File: src/rtl/radio_api_tx_frame_sequencer_macros.svh
// assertion macros used by rtfs_core in the frame sequencer rtl
`ifndef RADIO_API_TX_FRAME_SEQUENCER_MACROS_SVH
`define RADIO_API_TX_FRAME_SEQUENCER_MACROS_SVH

// same-cycle implication, disabled during reset
`define RTFS_ASSERT_IMPLIES(label, clk, rst, ante, cons, msg) \
   label: assert property (@(posedge clk) disable iff (rst) (ante) |-> (cons)) \
      else $error(msg);

// next-cycle implication, disabled during reset
`define RTFS_ASSERT_NEXT(label, clk, rst, ante, cons, msg) \
   label: assert property (@(posedge clk) disable iff (rst) (ante) |=> (cons)) \
      else $error(msg);

`endif

File: src/rtl/rtfs_pkg.sv
// types and constants of the radio api transmit frame sequencer
package rtfs_pkg;

   // payload bytes carried in each frame
   localparam int unsigned PAYLOAD_BYTES = 2;

   // fixed frame bytes
   localparam logic [7:0] DELIM_BYTE    = 8'h7E;
   localparam logic [7:0] LEN_HI_BYTE   = 8'h00;
   localparam logic [7:0] LEN_LO_BYTE   = 8'(5 + PAYLOAD_BYTES);
   localparam logic [7:0] API_ID_BYTE   = 8'h01;
   localparam logic [7:0] FRAME_ID_BYTE = 8'h01;
   localparam logic [7:0] OPTIONS_BYTE  = 8'h00;
   localparam logic [7:0] CHECK_BASE    = 8'hFF;
   localparam logic [1:0] PAYLOAD_LEFT_INIT = 2'(PAYLOAD_BYTES & 3);

   // event codes
   typedef enum logic [2:0] {
      OP_TICK    = 3'd0,
      OP_COACH   = 3'd1,
      OP_CANTX   = 3'd2,
      OP_TAGOUT  = 3'd3,
      OP_TIMEOUT = 3'd4
   } op_type;

   // top modes
   typedef enum logic [1:0] {
      MODE_SLEEP  = 2'd0,
      MODE_RESP   = 2'd1,
      MODE_STATUS = 2'd2
   } mode_type;

   // frame byte steps
   typedef enum logic [3:0] {
      STEP_DELIM   = 4'd0,
      STEP_LEN_HI  = 4'd1,
      STEP_LEN_LO  = 4'd2,
      STEP_API     = 4'd3,
      STEP_FRAMEID = 4'd4,
      STEP_ADDR_HI = 4'd5,
      STEP_ADDR_LO = 4'd6,
      STEP_OPTIONS = 4'd7,
      STEP_DATA    = 4'd8,
      STEP_CHECK   = 4'd9
   } step_type;

   // csr register indexes
   typedef enum logic [0:0] {
      CSR_DEST_ADDRESS = 1'b0,
      CSR_PAYLOAD_WORD = 1'b1
   } csr_index_type;

   // one event beat
   typedef struct packed {
      logic [2:0] op;
      logic       paired;
      logic       tx_ready;
   } req_payload_type;

   // one result beat
   typedef struct packed {
      logic       byte_valid;
      logic [7:0] tx_byte;
      logic       frame_done;
      logic [1:0] mode;
   } rsp_payload_type;

endpackage

File: src/rtl/rtfs_if.sv
// valid/ready channel interfaces for event and result beats
interface rtfs_req_if;
   logic       valid;
   logic       ready;
   logic [2:0] op;
   logic       paired;
   logic       tx_ready;

   modport source (output valid, output op, output paired, output tx_ready, input ready);
   modport sink   (input valid, input op, input paired, input tx_ready, output ready);
endinterface

interface rtfs_rsp_if;
   logic       valid;
   logic       ready;
   logic       byte_valid;
   logic [7:0] tx_byte;
   logic       frame_done;
   logic [1:0] mode;

   modport source (output valid, output byte_valid, output tx_byte, output frame_done,
                   output mode, input ready);
   modport sink   (input valid, input byte_valid, input tx_byte, input frame_done,
                   input mode, output ready);
endinterface

File: src/rtl/rtfs_core.sv
// mode and frame state, csr registers and the per-event step logic
`include "radio_api_tx_frame_sequencer_macros.svh"

module rtfs_core (
   input  logic                     clock,
   input  logic                     reset,
   input  logic                     csr_we,
   input  logic [0:0]               csr_index,
   input  logic [15:0]              csr_wdata,
   input  logic                     step_en,
   input  rtfs_pkg::req_payload_type step_req,
   output rtfs_pkg::rsp_payload_type step_rsp
);
   import rtfs_pkg::*;

   logic [15:0] dest_address_ff;
   logic [15:0] payload_word_ff;
   mode_type    mode_ff,    mode_in;
   step_type    step_ff,    step_in;
   logic [7:0]  sum_ff,     sum_in;
   logic [1:0]  left_ff,    left_in;
   logic        pidx_ff,    pidx_in;
   logic        aidx_ff,    aidx_in;
   logic        pending_ff, pending_in;

   logic        is_tick;
   logic        known_op;
   logic        pending_set;
   logic        send;
   logic        done;
   logic [7:0]  tx_byte;
   logic [7:0]  addr_byte;
   logic [7:0]  payload_byte;

   // csr writes
   always_ff @(posedge clock) begin
      if (reset) begin
         dest_address_ff <= '0;
         payload_word_ff <= '0;
      end else if (csr_we) begin
         unique case (csr_index_type'(csr_index))
            CSR_DEST_ADDRESS: dest_address_ff <= csr_wdata;
            CSR_PAYLOAD_WORD: payload_word_ff <= csr_wdata;
            default: ;
         endcase
      end
   end

   assign addr_byte    = aidx_ff ? dest_address_ff[7:0] : dest_address_ff[15:8];
   assign payload_byte = pidx_ff ? payload_word_ff[7:0] : payload_word_ff[15:8];

   assign is_tick     = (step_req.op == OP_TICK);
   assign known_op    = (step_req.op <= OP_TIMEOUT);
   assign pending_set = pending_ff | is_tick;

   // mode transitions and send decision
   always_comb begin
      mode_in = mode_ff;
      send    = 1'b0;
      if (pending_set && known_op) begin
         unique case (mode_ff)
            MODE_SLEEP: begin
               if (step_req.op == OP_COACH) begin
                  mode_in = MODE_RESP;
               end else if (step_req.op == OP_CANTX) begin
                  mode_in = MODE_STATUS;
               end
            end
            MODE_RESP: begin
               if (is_tick) begin
                  send = 1'b1;
                  if (step_req.paired) begin
                     mode_in = MODE_STATUS;
                  end
               end
            end
            MODE_STATUS: begin
               if (step_req.op == OP_TAGOUT || step_req.op == OP_TIMEOUT) begin
                  mode_in = MODE_SLEEP;
               end else if (is_tick && step_req.tx_ready) begin
                  send = 1'b1;
               end
            end
            default: mode_in = MODE_SLEEP;
         endcase
      end
   end

   // frame byte selection and step advance
   always_comb begin
      step_in    = step_ff;
      sum_in     = sum_ff;
      left_in    = left_ff;
      pidx_in    = pidx_ff;
      aidx_in    = aidx_ff;
      pending_in = pending_set;
      done       = 1'b0;
      tx_byte    = 8'h00;
      if (send) begin
         unique case (step_ff)
            STEP_LEN_HI: begin
               tx_byte = LEN_HI_BYTE;
               step_in = STEP_LEN_LO;
            end
            STEP_LEN_LO: begin
               tx_byte = LEN_LO_BYTE;
               left_in = PAYLOAD_LEFT_INIT;
               step_in = STEP_API;
            end
            STEP_API: begin
               tx_byte = API_ID_BYTE;
               sum_in  = sum_ff + API_ID_BYTE;
               step_in = STEP_FRAMEID;
            end
            STEP_FRAMEID: begin
               tx_byte = FRAME_ID_BYTE;
               sum_in  = sum_ff + FRAME_ID_BYTE;
               step_in = STEP_ADDR_HI;
            end
            STEP_ADDR_HI: begin
               tx_byte = addr_byte;
               sum_in  = sum_ff + addr_byte;
               aidx_in = ~aidx_ff;
               step_in = STEP_ADDR_LO;
            end
            STEP_ADDR_LO: begin
               tx_byte = addr_byte;
               sum_in  = sum_ff + addr_byte;
               step_in = STEP_OPTIONS;
            end
            STEP_OPTIONS: begin
               tx_byte = OPTIONS_BYTE;
               step_in = STEP_DATA;
            end
            STEP_DATA: begin
               tx_byte = payload_byte;
               sum_in  = sum_ff + payload_byte;
               pidx_in = ~pidx_ff;
               if (left_ff > 2'd1) begin
                  left_in = left_ff - 2'd1;
               end else begin
                  left_in = 2'd0;
                  step_in = STEP_CHECK;
               end
            end
            STEP_CHECK: begin
               tx_byte    = CHECK_BASE - sum_ff;
               step_in    = STEP_DELIM;
               pending_in = 1'b0;
               sum_in     = 8'h00;
               pidx_in    = 1'b0;
               aidx_in    = 1'b0;
               done       = 1'b1;
            end
            // delimiter, and any step code outside the frame
            default: begin
               tx_byte = DELIM_BYTE;
               step_in = STEP_LEN_HI;
            end
         endcase
      end
   end

   // state registers
   always_ff @(posedge clock) begin
      if (reset) begin
         mode_ff    <= MODE_SLEEP;
         step_ff    <= STEP_DELIM;
         sum_ff     <= '0;
         left_ff    <= '0;
         pidx_ff    <= 1'b0;
         aidx_ff    <= 1'b0;
         pending_ff <= 1'b0;
      end else if (step_en) begin
         mode_ff    <= mode_in;
         step_ff    <= step_in;
         sum_ff     <= sum_in;
         left_ff    <= left_in;
         pidx_ff    <= pidx_in;
         aidx_ff    <= aidx_in;
         pending_ff <= pending_in;
      end
   end

   assign step_rsp.byte_valid = send;
   assign step_rsp.tx_byte    = tx_byte;
   assign step_rsp.frame_done = done;
   assign step_rsp.mode       = mode_in;

   // checks
   `RTFS_ASSERT_IMPLIES(a_done_needs_send, clock, reset, done, send,
                        "frame_done without a sent byte")
   `RTFS_ASSERT_IMPLIES(a_idle_byte_zero, clock, reset, !send, tx_byte == 8'h00,
                        "nonzero byte while nothing is sent")
   `RTFS_ASSERT_NEXT(a_frame_restart, clock, reset, step_en && done,
                     step_ff == STEP_DELIM && sum_ff == 8'h00 && !pending_ff,
                     "frame state not cleared after checksum")
   `RTFS_ASSERT_NEXT(a_tick_pending, clock, reset, step_en && send && !done,
                     pending_ff, "pending flag lost mid-frame")
endmodule

File: src/rtl/radio_api_tx_frame_sequencer.sv
// Radio API transmit frame sequencer. Takes one event beat per cycle on req_chan, unless the
// result side stalls, and returns exactly one result beat per event on rsp_chan. The beat goes
// through an input register, the step logic in rtfs_core (mode update, frame byte choice,
// checksum add) and a result register; the single mode and frame state update in rtfs_core
// is the only loop, so the sustained rate is one event per clock without stalls. A waiting
// result holds its register while the next event is taken into the input register. The user
// must write registers dest_address (index 0) and payload_word (index 1) on the csr port only
// while the block is idle; the block itself does not enforce this.
module radio_api_tx_frame_sequencer (
   input  logic        clock,
   input  logic        reset,
   rtfs_req_if.sink    req_chan,
   rtfs_rsp_if.source  rsp_chan,
   input  logic        csr_we,
   input  logic [0:0]  csr_index,
   input  logic [15:0] csr_wdata
);
   import rtfs_pkg::*;

   logic            in_valid_ff,  in_valid_in;
   req_payload_type in_data_ff;
   logic            out_valid_ff, out_valid_in;
   rsp_payload_type out_data_ff;
   rsp_payload_type step_rsp;
   req_payload_type req_beat;
   logic            advance;

   // input beat moves on when the result register is free or being drained
   assign advance        = in_valid_ff && (!out_valid_ff || rsp_chan.ready);
   assign req_chan.ready = !in_valid_ff || advance;

   assign req_beat.op       = req_chan.op;
   assign req_beat.paired   = req_chan.paired;
   assign req_beat.tx_ready = req_chan.tx_ready;

   // input register
   always_comb begin
      in_valid_in = in_valid_ff;
      if (req_chan.valid && req_chan.ready) begin
         in_valid_in = 1'b1;
      end else if (advance) begin
         in_valid_in = 1'b0;
      end
   end

   always_ff @(posedge clock) begin
      if (reset) begin
         in_valid_ff <= 1'b0;
      end else begin
         in_valid_ff <= in_valid_in;
      end
   end

   always_ff @(posedge clock) begin
      if (req_chan.valid && req_chan.ready) begin
         in_data_ff <= req_beat;
      end
   end

   rtfs_core u_core (
      .clock     (clock),
      .reset     (reset),
      .csr_we    (csr_we),
      .csr_index (csr_index),
      .csr_wdata (csr_wdata),
      .step_en   (advance),
      .step_req  (in_data_ff),
      .step_rsp  (step_rsp)
   );

   // result register
   always_comb begin
      out_valid_in = out_valid_ff;
      if (advance) begin
         out_valid_in = 1'b1;
      end else if (rsp_chan.ready) begin
         out_valid_in = 1'b0;
      end
   end

   always_ff @(posedge clock) begin
      if (reset) begin
         out_valid_ff <= 1'b0;
      end else begin
         out_valid_ff <= out_valid_in;
      end
   end

   always_ff @(posedge clock) begin
      if (advance) begin
         out_data_ff <= step_rsp;
      end
   end

   assign rsp_chan.valid      = out_valid_ff;
   assign rsp_chan.byte_valid = out_data_ff.byte_valid;
   assign rsp_chan.tx_byte    = out_data_ff.tx_byte;
   assign rsp_chan.frame_done = out_data_ff.frame_done;
   assign rsp_chan.mode       = out_data_ff.mode;
endmodule
File: src/flat_wrapper.sv
// flat-port wrapper written by rule: the top's interface ports become plain ports
module radio_api_tx_frame_sequencer_flat import rtfs_pkg::*;
  (clock, reset, csr_we, csr_index, csr_wdata, req_chan_valid, req_chan_op, req_chan_paired, req_chan_tx_ready, req_chan_ready, rsp_chan_valid, rsp_chan_byte_valid, rsp_chan_tx_byte, rsp_chan_frame_done, rsp_chan_mode, rsp_chan_ready);
  rtfs_req_if req_chan_i ();
  rtfs_rsp_if rsp_chan_i ();
  input  logic clock;
  input  logic reset;
  input  logic csr_we;
  input  logic [0:0] csr_index;
  input  logic [15:0] csr_wdata;
  input wire logic [$bits(req_chan_i.valid)-1:0] req_chan_valid;
  input wire logic [$bits(req_chan_i.op)-1:0] req_chan_op;
  input wire logic [$bits(req_chan_i.paired)-1:0] req_chan_paired;
  input wire logic [$bits(req_chan_i.tx_ready)-1:0] req_chan_tx_ready;
  output wire logic [$bits(req_chan_i.ready)-1:0] req_chan_ready;
  output wire logic [$bits(rsp_chan_i.valid)-1:0] rsp_chan_valid;
  output wire logic [$bits(rsp_chan_i.byte_valid)-1:0] rsp_chan_byte_valid;
  output wire logic [$bits(rsp_chan_i.tx_byte)-1:0] rsp_chan_tx_byte;
  output wire logic [$bits(rsp_chan_i.frame_done)-1:0] rsp_chan_frame_done;
  output wire logic [$bits(rsp_chan_i.mode)-1:0] rsp_chan_mode;
  input wire logic [$bits(rsp_chan_i.ready)-1:0] rsp_chan_ready;
  assign req_chan_i.valid = req_chan_valid;
  assign req_chan_i.op = req_chan_op;
  assign req_chan_i.paired = req_chan_paired;
  assign req_chan_i.tx_ready = req_chan_tx_ready;
  assign req_chan_ready = req_chan_i.ready;
  assign rsp_chan_valid = rsp_chan_i.valid;
  assign rsp_chan_byte_valid = rsp_chan_i.byte_valid;
  assign rsp_chan_tx_byte = rsp_chan_i.tx_byte;
  assign rsp_chan_frame_done = rsp_chan_i.frame_done;
  assign rsp_chan_mode = rsp_chan_i.mode;
  assign rsp_chan_i.ready = rsp_chan_ready;
  radio_api_tx_frame_sequencer u_core (.clock(clock), .reset(reset), .req_chan(req_chan_i), .rsp_chan(rsp_chan_i), .csr_we(csr_we), .csr_index(csr_index), .csr_wdata(csr_wdata));
endmodule
File: config.mk
export PLATFORM = sky130hd
export DESIGN_NAME = radio_api_tx_frame_sequencer_flat
export DESIGN_NICKNAME = d
export VERILOG_FILES = /design/src/rtl/rtfs_pkg.sv /design/src/rtl/rtfs_if.sv /design/src/rtl/rtfs_core.sv /design/src/rtl/radio_api_tx_frame_sequencer.sv /design/src/flat_wrapper.sv
export VERILOG_INCLUDE_DIRS = /design/src /design/src/rtl
export SDC_FILE = /design/constraint.sdc
export NUM_CORES = 1
export LEC_CHECK = 0
export BUFFER_PORTS_ARGS = -buffer_cell sky130_fd_sc_hd__buf_2
export CAP_MARGIN = 20
export CORE_UTILIZATION = 33
export DETAILED_ROUTE_END_ITERATION = 10
export GPL_ROUTABILITY_DRIVEN = 1
export GPL_TIMING_DRIVEN = 0
export HOLD_SLACK_MARGIN = 0.03
export MAX_ROUTING_LAYER = met4
export PLACE_DENSITY = 0.51
export SYNTH_ARGS = -nofsm -noshare
export SYNTH_HDL_FRONTEND = slang
export SYNTH_SLANG_ARGS = --single-unit
File: constraint.sdc
create_clock -name clock -period 3.3 [get_ports clock]
set_input_delay 0.825 -clock clock [delete_from_list [all_inputs] [get_ports clock]]
set_output_delay 0.825 -clock clock [all_outputs]
set_load 0.1 [all_outputs]
==> results of run 1 <==
==> worst max-delay path: stages (launching register included) <==
cell and delay (ns):
dfxtp_1 0.35, clkbuf_4 0.21, and2b_1 0.22, nand2_4 0.14
o22ai_1 0.15, a21o_1 0.19, ha_1 0.21, fa_1 0.41
a21o_1 0.19, a21oi_2 0.19, nor2_1 0.07, or4b_1 0.51
a21oi_1 0.15
==> per-layer routing <==
layer | wire [microns] | GRT usage
met3 | 541 | 0.0362
met4 | 148 | 0.0595
met2 | 4000 | 0.261
met1 | 4190 | 0.228
met5 | 0 | -
==> sequential cells by signal, summed over array words and instances (netlist names) <==
name,flops
u_core.in_valid_ff,1
u_core.u_core.pidx_ff,1
u_core.u_core.sum_ff,8
u_core.u_core.dest_address_ff,16
u_core.rsp_chan.byte_valid,1
u_core.rsp_chan.valid,1
u_core.u_core.aidx_ff,1
u_core.u_core.pending_ff,1
u_core.u_core.left_ff,2
u_core.in_data_ff,5
u_core.rsp_chan.frame_done,1
u_core.u_core.payload_word_ff,16
u_core.rsp_chan.mode,2
u_core.rsp_chan.tx_byte,8
u_core.u_core.step_ff,4
u_core.u_core.mode_ff,2
==> area by class of cell <==
type / count / area, sq um / area share
multi-input combinational: 306 / 1860 / 0.444
sequential: 70 / 1570 / 0.376
timing repair buffer: 40 / 200 / 0.0479
tap: 136 / 170 / 0.0407
clock buffer: 10 / 138 / 0.0329
buffer: 24 / 119 / 0.0284
clock inverter: 6 / 83.8 / 0.0200
inverter: 10 / 42.5 / 0.0102
==> through the flow <==
stage	power, uW	cell area [sq um]	hold WS [ns]	setup TNS, ns
after global placement	1150	3950	0.443	-0.169
after CTS	1940	4170	0.457	0
after floorplan	1090	3580	0.432	0
final	1910	4180	0.454	0
after detailed placement	1150	3950	0.447	-0.232
after global routing	2000	4180	0.473	0
==> cells by family after synthesis <==
kind of cell	count (synthesis)
compound gates	108
xor+xnor	6
fa+ha+maj	12
buf+inv	35
flops	70
mux	17
simple gates	163
==> power by group through the flow <==
| stage | Sequential, uW | Clock [uW] | Combinational [uW] |
|---|---|---|---|
| 2_1_floorplan | 990 | 0 | 99.7 |
| 3_3_place_gp | 948 | 0 | 199 |
| 3_5_place_dp | 950 | 0 | 200 |
| 4_1_cts | 929 | 806 | 201 |
| 5_1_grt | 933 | 844 | 221 |
| 6_report | 930 | 783 | 200 |
==> cell usage after synthesis, types with 4 or more instances <==
master,count
ha_1,11
dfxtp_1,53
nand2_1,89
nand3b_1,4
inv_1,9
mux2i_1,15
nor2_1,26
or3_1,5
xnor2_1,4
a21oi_1,56
buf_2,6
clkbuf_1,16
o31a_1,6
nand3_1,6
a21o_1,7
o21ai_0,10
nand2b_1,5
edfxtp_1,17
o22ai_1,8
==> repair_timing <==
item	CTS	global route
endpoints found under the setup margin	2	1
resized for setup	1	5
buffers inserted	0	0
pin swaps	0	0
hold buffers	0	0
endpoints found under the hold margin	0	0
==> cells in the final DEF, fill, tap and decap left out, types with 3 or more instances in the layout <==
cell type,synthesis,routed
nand2_1,89,88
a21oi_1,56,55
dfxtp_1,53,52
buf_2,6,45
nor2_1,26,26
edfxtp_1,17,17
mux2i_1,15,15
clkbuf_1,16,15
ha_1,11,11
o21ai_0,10,10
clkbuf_8,0,10
inv_1,9,9
o22ai_1,8,8
a21o_1,7,7
nand3_1,6,6
o31a_1,6,6
nand2b_1,5,5
or3_1,5,5
xnor2_1,4,4
nand3b_1,4,4
and2_1,3,3
a211oi_1,3,3
a311oi_1,3,3
or3b_1,3,3
==> how the worst min path moves through the flow <==
stage / slack, ns / to / from
floorplan: 0.43 / u_core.u_core.dest_address_ff[15] / u_core.u_core.dest_address_ff[15]
global placement: 0.44 / u_core.u_core.dest_address_ff[14] / u_core.u_core.dest_address_ff[14]
detailed placement: 0.45 / u_core.u_core.dest_address_ff[3] / u_core.u_core.dest_address_ff[3]
CTS: 0.46 / u_core.u_core.dest_address_ff[14] / u_core.u_core.dest_address_ff[14]
global route: 0.47 / u_core.u_core.payload_word_ff[7] / u_core.u_core.payload_word_ff[7]
finish: 0.45 / u_core.u_core.payload_word_ff[12] / u_core.u_core.payload_word_ff[12]
==> impl_metrics.ini, run 1 <==
[synth]
syn_nets = 450
synthAdderAreaFrac = 0.0441
synth_seq_cells = 70
synth_top_family_by_area = simple AND/OR/NAND/NOR gates
yosys-top-cells-area = dfxtp_1, edfxtp_1, nand2_1, a21oi_1, mux2i_1
synth_compound_area_frac = 0.187
synth.top_cell.area_share = 0.297
yosys_warnings = 0
syn-instance-count = 411
synth_mux_area_frac = 0.0483
synth-simple-area-share = 0.221
syn_area_per_cell_sq_um = 8.70
synth-edff-count = 17
yosysSeqAreaShare = 0.439
synth-xor-area-share = 0.0147
yosys.area.top_type = dfxtp_1
synthArstFlopShare = 0
ys.flop_type = dfxtp_1
synth_cell_types = 58
syn_area_sq_um = 3580

[pwr]
power.share.clock = 0.409
p_comb_frac = 0.105
p_leak_uw = 0.00156
switchingPower_uw = 500
power_density_nw_per_um2 = 457
ir_drop_mv = 0.197
switching_share = 0.261
power_frac_seq = 0.486
internal-power_uw = 1410

[timing]
finalCritPeriodShare = 0.925
finClkSkew_ns = 0.00988
timing.final.ws_setup_ns = 0.248
max_freq_mhz = 328
tightest_slew_ns = 0.646
finalSetupViolations = 0
fin_crit_ns = 3.05
slew_headroom = 0.569
slew_viol_final = 0
finalHoldViolCount = 0
grt_setup_unrepaired = false

[die]
dieArea_sq_um = 11300
core-area_sq_um = 10400
die_x_microns = 106
chipHeight_microns = 106
io_pins = 41
num_rows = 37
initial_core_util = 0.343

[route]
wl_microns = 8880
num_vias = 3080
drtIter0Drc = 156
drtAntennaViolNets = 0
drcViolationCount = 0
vias_per_cell = 5.12
first_pass_iters = 5
wl_per_cell_microns = 14.8

[final_layout]
postLayoutCoreUtil = 0.402
fillers = 1102
fin_cells = 602
area_growth_pct = 16.9
nets = 500
diodes = 0
layout-drive-gt1-share = 0.167

[global_routing]
grt_pass1_wl_microns = 14600
gr-total-overflow = 0
antenna_found_initial = 0
grt_pass1_vias = 2848
grt_max_degree = 22
track_usage = 0.173

[flow_run]
drv_cap = 0

[placed_design]
finalWeightedCongestion = 0.793
port_buffers = 40
pre_cts_ws_ns = -0.190
dp.cells = 587
post-dp-hpwl_microns = 6280

[setup_path]
setup.worst_path.start = u_core.u_core.step_ff[2]
reg2reg_slack_ns = 0.25
endpoint = u_core.u_core.sum_ff[4]
path_class = reg2reg
r2r-start = u_core.u_core.step_ff[2]
crit_arrival_ns = 3.34
worst_setup_path_start_kind = register
cp-end-kind = register
required_ns = 3.58
reg2reg_depth = 12
rr_endpoint = u_core.u_core.sum_ff[4]
path_max_fanout = 10

[clock_network]
clock_latency_ns = 0.35
cts_tree = yes
cts_max_path_buffers = 2
cts-buffers-inserted = 9
cts.sinks = 70
clock-root-buffer = clkbuf_8
clk_pin_slew_ns = 0.08
cts-htree-levels = 3

[worst_hold_path]
hold_path_class = reg2reg
min_delay_path_depth = 2

[status]
status = finished clean
(Power assumes the default switching activity.)
==> run 2: changes to the inputs <==
Settings changed: PLACE_DENSITY 0.51 to 0.53.
Clock period 3.3 ns to 2.75 ns, I/O delays scaled along.
==> impl_metrics.ini, run 2 (synthesis gave the netlist of run 1 again) <==
[status]
status = finished clean

[final_layout]
area_growth_pct = 26.2
top_regs = u_core.u_core.dest_address_ff: 16 flops, u_core.u_core.payload_word_ff: 16 flops
fillers = 1036
layout-drive-gt1-share = 0.243
design_area_sq_um = 4520
nets = 520
final_cell_mix = nand2_1, a21oi_1, dfxtp_1, buf_2, nor2_1
diodes = 0
layout_commonest_cell = nand2_1

[timing]
finClkSkew_ns = 0.00826
slew_headroom = 0.581
worst_hold_slack_ns = 0.459
finalSetupViolations = 0
fin_crit_ns = 2.73
finalHoldViolCount = 0
timing.final.ws_setup_ns = 0.0199
max_freq_mhz = 366
slew_viol_final = 0
grt_setup_unrepaired = true
tightest_slew_ns = 0.628
tns_ns = 0
finalCritPeriodShare = 0.993

[global_routing]
grt_pass1_wl_microns = 14800
track_usage = 0.175
gr-total-overflow = 0
grt_max_degree = 22
grt_pass1_vias = 2938
antenna_found_initial = 0

[setup_path]
cp-end-kind = register
critical-path-slowest-cell = or4b_1
cpPeakStageDelay_ns = 0.51
path_delay_family = simple AND/OR/NAND/NOR gates
path_cells = buf_8 -> and2b_2 -> nand2_4 -> o22ai_4 -> a21o_1 -> ha_4 -> fa_2 -> a21o_1 -> a21oi_2 -> nor2_1 -> or4b_1 -> a21oi_1
cp_num_buf_inv = 1
required_ns = 3.03
path_class = reg2reg
crit_arrival_ns = 3.01
path_max_fanout = 5
worst_setup_path_start_kind = register
crit_top_cell = a21o_1

[placed_design]
postPlaceCellArea_sq_um = 3960
port_buffers = 40
post-dp-hpwl_microns = 6240
finalWeightedCongestion = 0.848
pre_cts_ws_ns = -0.455

[route]
wl_per_cell_microns = 14.7
drcViolationCount = 0
drtIter0Drc = 151
drtAntennaViolNets = 0
first_pass_iters = 4
num_vias = 3158
wl_microns = 9150
vias_per_cell = 5.08

[worst_hold_path]
hold_path_class = reg2reg

[clock_network]
cts_tree = yes
cts_max_path_buffers = 2
clk_pin_slew_ns = 0.08
clock_latency_ns = 0.36
cts-buffers-inserted = 9
clock-root-buffer = clkbuf_8
cts.sinks = 70
cts-htree-levels = 3
cts_hold_buf = 0

[flow_run]
drv_cap = 0

[die]
io_pins = 41
initial_core_util = 0.343
core-area_sq_um = 10400
chipHeight_microns = 106
num_rows = 37
dieArea_sq_um = 11300
die_x_microns = 106

[pwr]
p_leak_uw = 0.00166
power_density_nw_per_um2 = 501
finalPower_uw = 2260
ir_drop_mv = 0.234
## run 2: area by class of cell
class                   instances  area, sq um  share of cell area
clock inverters                 5         37.5             0.00831
multi-input cells             306         2030               0.449
flip-flops and latches         70         1580               0.350
inverters                      10         42.5             0.00942
well taps                     136          170              0.0377
clock buffers                  11          174              0.0385
plain buffers                  24          133              0.0294
repair buffers                 60          350              0.0776
## run 2: worst paths after layout
kind	startpoint	end	slack [ns]	depth (start not counted)
worst max-delay path	u_core.u_core.step_ff[2]	u_core.u_core.sum_ff[4]	0.02	12
worst min-delay path	u_core.u_core.payload_word_ff[7]	u_core.u_core.payload_word_ff[7]	0.46	2
worst min register to register	u_core.u_core.payload_word_ff[7]	u_core.u_core.payload_word_ff[7]	0.46	2
worst max register to register	u_core.u_core.step_ff[2]	u_core.u_core.sum_ff[4]	0.02	12
## run 2: what timing repair did
| action | in CTS | in global routing |
|---|---|---|
| resized for setup | 26 | 14 |
| pin swaps | 9 | 10 |
| buffers inserted | 14 | 6 |
| setup endpoints to repair | 6 | 4 |
## run 2: metal layers
layer / vias to the layer above / GRT usage / wire, microns
li1: 1592 / - / -
met1: 1488 / 0.217 / 4400
met2: 65 / 0.287 / 4240
met3: 13 / 0.0374 / 367
met4: 0 / 0.0526 / 140
met5: - / - / 0
## run 2: tightest hold or removal path, cell delays in order (launching register included)
cell and delay, ns:
dfxtp_1 0.31, nand2_1 0.05, a21oi_1 0.05
## run 2: power by group
group,internal (uW),switching (uW),total (uW)
Sequential,1090,25.3,1120
Combinational,90.6,182,273
Clock,440,432,872
## run 2: per-stage QoR
stage          utilization  std cells
2_1_floorplan            -        411
3_3_place_gp         0.380        587
3_5_place_dp         0.380        587
4_1_cts              0.420        616
5_1_grt              0.434        622
6_report             0.434        622
